**src/rtl/core/assert_macros.svh**
```systemverilog
// ----------------------------------------------------------------------------
// assert_macros.svh
// Shared concurrent assertion macros for the core RTL.
// ----------------------------------------------------------------------------
`ifndef ASSERT_MACROS_SVH
`define ASSERT_MACROS_SVH

// same-cycle implication, disabled during reset
`define ASSERT_IMP(lbl, clk, rstn, ante, cons) \
	lbl: assert property (@(posedge clk) disable iff (!(rstn)) (ante) |-> (cons)) \
		else $error("assertion failed");

// next-cycle implication, disabled during reset
`define ASSERT_NXT(lbl, clk, rstn, ante, cons) \
	lbl: assert property (@(posedge clk) disable iff (!(rstn)) (ante) |=> (cons)) \
		else $error("assertion failed");

`endif

```
**src/rtl/core/tdp_pkg.sv**
```systemverilog
// ----------------------------------------------------------------------------
// tdp_pkg
// Types shared by the trial division primality test core.
// ----------------------------------------------------------------------------
`timescale 1ns / 1ps

package tdp_pkg;

	localparam int unsigned FIELD_WIDTH = 32;
	localparam int unsigned OUT_DATA_WIDTH = 8;

	typedef enum logic [3:0] {
		ST_IDLE   = 4'b0001,
		ST_DIVIDE = 4'b0010,
		ST_CHECK  = 4'b0100,
		ST_FINISH = 4'b1000
	} state_t;

	typedef struct packed {
		logic busy;
		logic done;
	} div_status_t;

endpackage

```
**src/rtl/core/tdp_div.sv**
```systemverilog
// ----------------------------------------------------------------------------
// tdp_div
// Bit-serial restoring divider: one quotient bit per cycle.
// ----------------------------------------------------------------------------
`timescale 1ns / 1ps
`include "assert_macros.svh"

module tdp_div #(
	parameter int unsigned NW = 32
) (
	input  logic                clk,
	input  logic                arst_n,
	input  logic                start,
	input  logic [NW-1:0]       dividend,
	input  logic [NW-1:0]       divisor,
	output tdp_pkg::div_status_t status,
	output logic [NW-1:0]       quotient,
	output logic [NW-1:0]       remainder
);

	localparam int unsigned CW = $clog2(NW);

	logic          busy_q;
	logic          done_q;
	logic [CW-1:0] cnt_q;
	logic [NW-1:0] dvd_q;
	logic [NW-1:0] rem_q;
	logic [NW-1:0] quo_q;

	logic [NW:0]   trial;
	logic [NW:0]   diff;
	logic          qbit;

	assign trial = {rem_q, dvd_q[NW-1]};
	assign diff  = trial - {1'b0, divisor};
	assign qbit  = !diff[NW];

	always_ff @(posedge clk or negedge arst_n) begin
		if (!arst_n) begin
			busy_q <= 1'b0;
			done_q <= 1'b0;
			cnt_q  <= '0;
		end else begin
			done_q <= !start && busy_q && (cnt_q == CW'(NW - 1));
			if (start) begin
				busy_q <= 1'b1;
				cnt_q  <= '0;
			end else if (busy_q) begin
				if (cnt_q == CW'(NW - 1)) begin
					busy_q <= 1'b0;
				end else begin
					cnt_q <= cnt_q + CW'(1);
				end
			end
		end
	end

	always_ff @(posedge clk) begin
		if (start) begin
			dvd_q <= dividend;
			rem_q <= '0;
			quo_q <= '0;
		end else if (busy_q) begin
			dvd_q <= {dvd_q[NW-2:0], 1'b0};
			quo_q <= {quo_q[NW-2:0], qbit};
			rem_q <= qbit ? diff[NW-1:0] : trial[NW-1:0];
		end
	end

	assign status.busy = busy_q;
	assign status.done = done_q;
	assign quotient    = quo_q;
	assign remainder   = rem_q;

	`ASSERT_IMP(a_rem_below_divisor, clk, arst_n, done_q && divisor != '0, rem_q < divisor)
	`ASSERT_IMP(a_busy_done_excl, clk, arst_n, done_q, !busy_q)

endmodule

```
**src/rtl/core/trial_division_primality_test_top.sv**
```systemverilog
// ----------------------------------------------------------------------------
// trial_division_primality_test_top
// Streaming primality test by trial division with a bit-serial divider.
// ----------------------------------------------------------------------------
// Each transfer on the slave side carries one unsigned number; one transfer
// on the master side answers it with prime_flag. Values 0 and 1 are not
// prime, 2 and 3 are prime, other even values are not prime; these go to
// the result without division. Odd values from 5 up are divided by 3, 5,
// 7, ... while the divisor does not exceed the quotient and none divides
// the value exactly. NW = min(VALUE_WIDTH, 32) is the width of the
// bit-serial divider that resolves one quotient bit per cycle; a prime near
// 2^32 needs about 32768 divisors. One number is worked on at a time; the
// next is taken while the previous result waits.
// ----------------------------------------------------------------------------
`timescale 1ns / 1ps
`include "assert_macros.svh"

module trial_division_primality_test_top #(
	parameter int unsigned VALUE_WIDTH = 32
) (
	input  logic        clk,
	input  logic        arst_n,
	input  logic        s_tvalid,
	output logic        s_tready,
	input  logic [31:0] s_tdata,   // [31:0] number
	output logic        m_tvalid,
	input  logic        m_tready,
	output logic [7:0]  m_tdata    // [0] prime_flag, [7:1] zero
);

	localparam int unsigned NW = (VALUE_WIDTH < tdp_pkg::FIELD_WIDTH) ?
		VALUE_WIDTH : tdp_pkg::FIELD_WIDTH;

	tdp_pkg::state_t      state_q;
	tdp_pkg::div_status_t div_st;
	logic                 start_q;
	logic                 m_tvalid_q;
	logic                 res_q;
	logic                 flag_q;
	logic [NW-1:0]        n_q;
	logic [NW-1:0]        div_q;
	logic [NW-1:0]        quo;
	logic [NW-1:0]        rem;
	logic [NW-1:0]        n_in;
	logic                 in_xfer;
	logic                 out_free;
	logic                 trivial_in;
	logic                 check_end;

	assign n_in       = s_tdata[NW-1:0];
	assign s_tready   = (state_q == tdp_pkg::ST_IDLE);
	assign in_xfer    = s_tvalid && s_tready;
	assign out_free   = !m_tvalid_q || m_tready;
	assign trivial_in = (n_in <= NW'(3)) || !n_in[0];
	assign check_end  = (div_q > quo) || (rem == '0);

	tdp_div #(
		.NW(NW)
	) u_div (
		.clk      (clk),
		.arst_n   (arst_n),
		.start    (start_q),
		.dividend (n_q),
		.divisor  (div_q),
		.status   (div_st),
		.quotient (quo),
		.remainder(rem)
	);

	always_ff @(posedge clk or negedge arst_n) begin
		if (!arst_n) begin
			state_q    <= tdp_pkg::ST_IDLE;
			start_q    <= 1'b0;
			m_tvalid_q <= 1'b0;
		end else begin
			start_q <= (in_xfer && !trivial_in) ||
				(state_q == tdp_pkg::ST_CHECK && !check_end);
			if (state_q == tdp_pkg::ST_FINISH && out_free) begin
				m_tvalid_q <= 1'b1;
			end else if (m_tready) begin
				m_tvalid_q <= 1'b0;
			end
			case (state_q)
				tdp_pkg::ST_IDLE: begin
					if (in_xfer) begin
						if (trivial_in) begin
							state_q <= tdp_pkg::ST_FINISH;
						end else begin
							state_q <= tdp_pkg::ST_DIVIDE;
						end
					end
				end
				tdp_pkg::ST_DIVIDE: begin
					if (div_st.done) begin
						state_q <= tdp_pkg::ST_CHECK;
					end
				end
				tdp_pkg::ST_CHECK: begin
					if (check_end) begin
						state_q <= tdp_pkg::ST_FINISH;
					end else begin
						state_q <= tdp_pkg::ST_DIVIDE;
					end
				end
				tdp_pkg::ST_FINISH: begin
					if (out_free) begin
						state_q <= tdp_pkg::ST_IDLE;
					end
				end
				default: begin
					state_q <= tdp_pkg::ST_IDLE;
				end
			endcase
		end
	end

	always_ff @(posedge clk) begin
		if (in_xfer) begin
			n_q   <= n_in;
			div_q <= NW'(3);
			res_q <= (n_in == NW'(2)) || (n_in == NW'(3));
		end
		if (state_q == tdp_pkg::ST_CHECK) begin
			if (div_q > quo) begin
				res_q <= 1'b1;
			end else if (rem == '0) begin
				res_q <= 1'b0;
			end else begin
				div_q <= div_q + NW'(2);
			end
		end
		if (state_q == tdp_pkg::ST_FINISH && out_free) begin
			flag_q <= res_q;
		end
	end

	assign m_tvalid = m_tvalid_q;
	assign m_tdata  = {7'b0, flag_q};

	`ASSERT_IMP(a_done_in_divide, clk, arst_n, div_st.done, state_q == tdp_pkg::ST_DIVIDE)
	`ASSERT_IMP(a_check_div_odd, clk, arst_n, state_q == tdp_pkg::ST_CHECK, div_q[0] && div_q >= NW'(3))
	`ASSERT_NXT(a_start_busy, clk, arst_n, start_q, div_st.busy)

endmodule

```
**config.mk**
```make
export PLATFORM = sky130hd
export DESIGN_NAME = trial_division_primality_test_top
export DESIGN_NICKNAME = d
export VERILOG_FILES = /design/src/rtl/core/tdp_pkg.sv /design/src/rtl/core/tdp_div.sv /design/src/rtl/core/trial_division_primality_test_top.sv
export VERILOG_INCLUDE_DIRS = /design/src /design/src/rtl/core
export SDC_FILE = /design/constraint.sdc
export NUM_CORES = 1
export LEC_CHECK = 0
export BUFFER_PORTS_ARGS = -buffer_cell sky130_fd_sc_hd__buf_2
export CELL_PAD_IN_SITES_DETAIL_PLACEMENT = 0
export CELL_PAD_IN_SITES_GLOBAL_PLACEMENT = 2
export CORE_ASPECT_RATIO = 1.5
export CORE_UTILIZATION = 30
export DETAILED_ROUTE_END_ITERATION = 12
export PLACE_DENSITY_LB_ADDON = 0.1
export SLEW_MARGIN = 5
export SYNTH_ARGS = -nofsm -noshare
export SYNTH_HDL_FRONTEND = slang
export SYNTH_SLANG_ARGS = --single-unit
```
**constraint.sdc**
```tcl
create_clock -name clk -period 4.5 [get_ports clk]
set_input_delay 0.225 -clock clk [delete_from_list [all_inputs] [get_ports clk]]
set_output_delay 0.225 -clock clk [all_outputs]
set_load 0.05 [all_outputs]
```
==> out/results.ini <==
[status]
run_status = finished, final reports clean

[flow_run]
max-cap-violations = 0

[synthesis]
synth.area.top_cells = edfxtp_1 20%, dfxtp_1 19%, mux2i_1 8.5%
synth-xor-area-share = 0.0263
synthCells = 1005
yosysUniqueCellTypes = 76
post-synth-top-count-cell = dfxtp_1
synthFlopType = dfxtp_1
post-synth-top-area-cell = edfxtp_1
synth_mux_area_frac = 0.121
postSynthRegisterBits = 175
avgSynthCellArea_sq_um = 9.95
synth-async-reset-ratio = 0.0743
yosysTopAreaCellShare = 0.198
synth_common_cells = 96 x dfxtp_1, 93 x nor2_1, 85 x mux2i_1
synth_area_sq_mm = 0.0100
synth_compound_gate_area_share = 0.132
main_combinational_cell_family_by_area_after_synthesis = simple AND/OR/NAND/NOR gates
synth-warning-count = 0
synth_simple_gate_area_frac = 0.146
part_of_the_yosys_area_used_for_sequential_elements = 0.423
yosys.area_share.adder = 0.0858
synth_edf_count = 66

[clock_network]
number_of_cts_inserted_buffers = 17
cts_hold_repair.buffers = 33
clock-sinks = 175
clock_tree_from_tritoncts = done
setup_repair_bufs_after_cts = 0
cts.root.buffer_cell = clkbuf_16
h-tree-depth = 4
post_cts_resized = 0
insertion_delay_ns = 0.46
worst_setup_hold_path_clk_slew_ns = 0.08
clock_tree.buffer_depth = 2

[critical_path]
worst_r2r_startpoint = div_q[17]
critical_path.startpoint_type = flip-flop
setup.worst_path.class = reg2reg
cp.arrival_ns = 4.22
critPathMaxFanout = 16
required_ns = 4.79
r2r.worst_path.cells = 12
cp-endpoint = u_div.remainder[23]
timing.reg2reg.setup_slack_ns = 0.57
endpoint_kind = flip-flop
reg2reg_to = u_div.remainder[23]
crit_start = div_q[17]

[power_and_ir_drop]
ir_worst_vdd_mv = 0.234
clockPowerShare = 0.184
switching_component_of_the_power_mw = 3.27
cellPowerDensity_mw_per_mm2 = 699
p_leak_nw = 4.87
power_share_of_the_sequential_group = 0.331
swShare = 0.410
power.combinational.fraction = 0.485
p_int_mw = 4.70

[placed_design]
io_buffer_count = 38
place_hpwl_mm = 19.8
gp_congestion = 0.772

[hold_path]
min_delay_path_class = in2reg

[floorplanning]
die-width_um = 151
floorplan.initialDensity = 0.306
core_sq_mm = 0.0327
die-area_sq_mm = 0.0341
core.rowCount = 81
io_pins = 46
die_height_um = 226

[global_route]
pin_count_of_the_biggest_net_entering_global_routing = 76
first_global_vias = 7878
grt_pass1_wl_mm = 43.8
globalRouteTotalUtil = 0.173
gr_ovfl_total = 0
antenna_found_initial = 0

[final_layout]
finish.net_count = 1166
drive_above_1_share = 0.131
areaGrowthSynthToFinish_pct = 13.8
diodes = 0

[routing]
drt-total-wl_mm = 27.4
drt-initial-drc-count = 285
avgRoutedWirePerCell_um = 18.4
drc = 0
drt_pre_antenna_iters = 4
final_antenna_net_count = 0
vias_per_cell = 4.98
num_vias = 7427

[timing]
finalWorstPathRequiredPeriod_ns = 3.93
max_clock_freq_ghz = 0.254
slew_viol_final = 0
timing.setup.tns_ns = 0
hold_slack_ns = 0.127
setup_repair_after_global_routing_missed_its_margin = false
timing.final.crit_share = 0.874
max_slew.worst_pin.slew_ns = 1.20
clock-skew-final_ns = 0.0107
finalSetupViolations = 0
maxSlewHeadroom = 0.198
finalHoldViolations = 0

-- critical path: stages, from the launching register on --
cell	delay [ns]
dfxtp_1	0.46
inv_1	0.09
ha_1	0.39
a21oi_1	0.36
o21ai_1	0.14
a22oi_2	0.20
a21oi_1	0.12
a2111oi_1	0.41
nor2_1	0.19
o311ai_4	0.66
buf_4	0.41
mux2i_1	0.24
a211oi_1	0.09
-- flip-flops by register name, indices dropped and copies added (netlist names) --
register	cells
start_q	1
u_div.done_q	1
u_div.quotient	32
n_q	32
u_div.busy_q	1
u_div.dvd_q	32
flag_q	1
div_q	32
res_q	1
u_div.cnt_q	5
u_div.remainder	32
state_q	4
m_tvalid	1
-- through the flow --
stage	std cells	area, sq um	power, mW	util	setup slack, ns
detailed placement	1425	10500	6.55	0.321	0.609
CTS	1490	11400	8.11	0.348	0.536
global route	1490	11400	8.64	0.348	0.226
global placement	1425	10500	6.58	0.321	0.635
floorplan	1011	10000	5.68	-	0.529
finish	1490	11400	7.96	0.348	0.567
-- kinds of logic after synthesis --
logic type                 Yosys count
and+or+nand+nor                    289
AOI/OAI and AO/OA                  194
DFF                                175
buffers and inverters              131
muxes                              117
adders and majority gates           68
xor gates and xnor gates            30
other                                1
-- worst min path at each step --
stage	startpoint	end	slack (ns)	cells after the start
2_1_floorplan	arst_n	m_tvalid	-0.07	0
3_3_place_gp	arst_n	u_div.cnt_q[3]	0.14	1
3_5_place_dp	arst_n	u_div.cnt_q[3]	0.13	1
4_1_cts	m_tready	m_tvalid	0.09	3
5_1_grt	m_tready	m_tvalid	0.15	3
6_report	m_tready	m_tvalid	0.13	3
-- power by group through the flow --
| stage | clock network [mW] | logic [mW] | registers, mW |
|---|---|---|---|
| after global routing | 1.59 | 4.33 | 2.72 |
| after detailed placement | 0 | 3.86 | 2.68 |
| after global placement | 0 | 3.89 | 2.69 |
| final | 1.47 | 3.86 | 2.64 |
| after CTS | 1.54 | 3.92 | 2.65 |
| after floorplan | 0 | 3.20 | 2.48 |
-- area by class of cell --
type / count / area [sq um]
Fill cell: 3421 / 21300
Multi-Input combinational cell: 705 / 5150
Sequential cell: 175 / 4240
Timing Repair Buffer: 84 / 618
Tap cell: 415 / 519
Clock buffer: 17 / 425
Inverter: 79 / 297
Clock inverter: 15 / 138
-- cell usage in the layout, fill, tap and decap left out, types with 8 or more instances in the layout --
cell,netlist,layout
mux2_2,32,32
nor3_1,12,12
inv_1,78,78
a211oi_1,33,33
buf_4,10,13
xnor2_1,18,18
o21a_1,11,11
buf_2,0,38
dfxtp_1,96,96
dfrtp_1,12,10
xor2_1,12,12
ha_1,67,67
o21ai_0,23,23
and3_1,9,9
dlygate4sd3_1,2,33
a21o_1,23,23
nand3_1,18,18
mux2i_1,85,85
clkbuf_16,0,17
nor4_1,20,20
a31oi_1,9,9
o31ai_1,8,8
nand2_1,60,60
nand4_1,25,25
a21oi_1,49,48
edfxtp_1,66,66
nor2_1,93,93
-- metal layers --
layer / up-vias / global-route usage / routed length (um)
met5: - / 0 / 0
met4: 0 / 0.0868 / 1040
met3: 40 / 0.0281 / 682
met2: 105 / 0.312 / 14000
met1: 3524 / 0.192 / 11700
li1: 3758 / - / -
(Power assumes the default switching activity.)
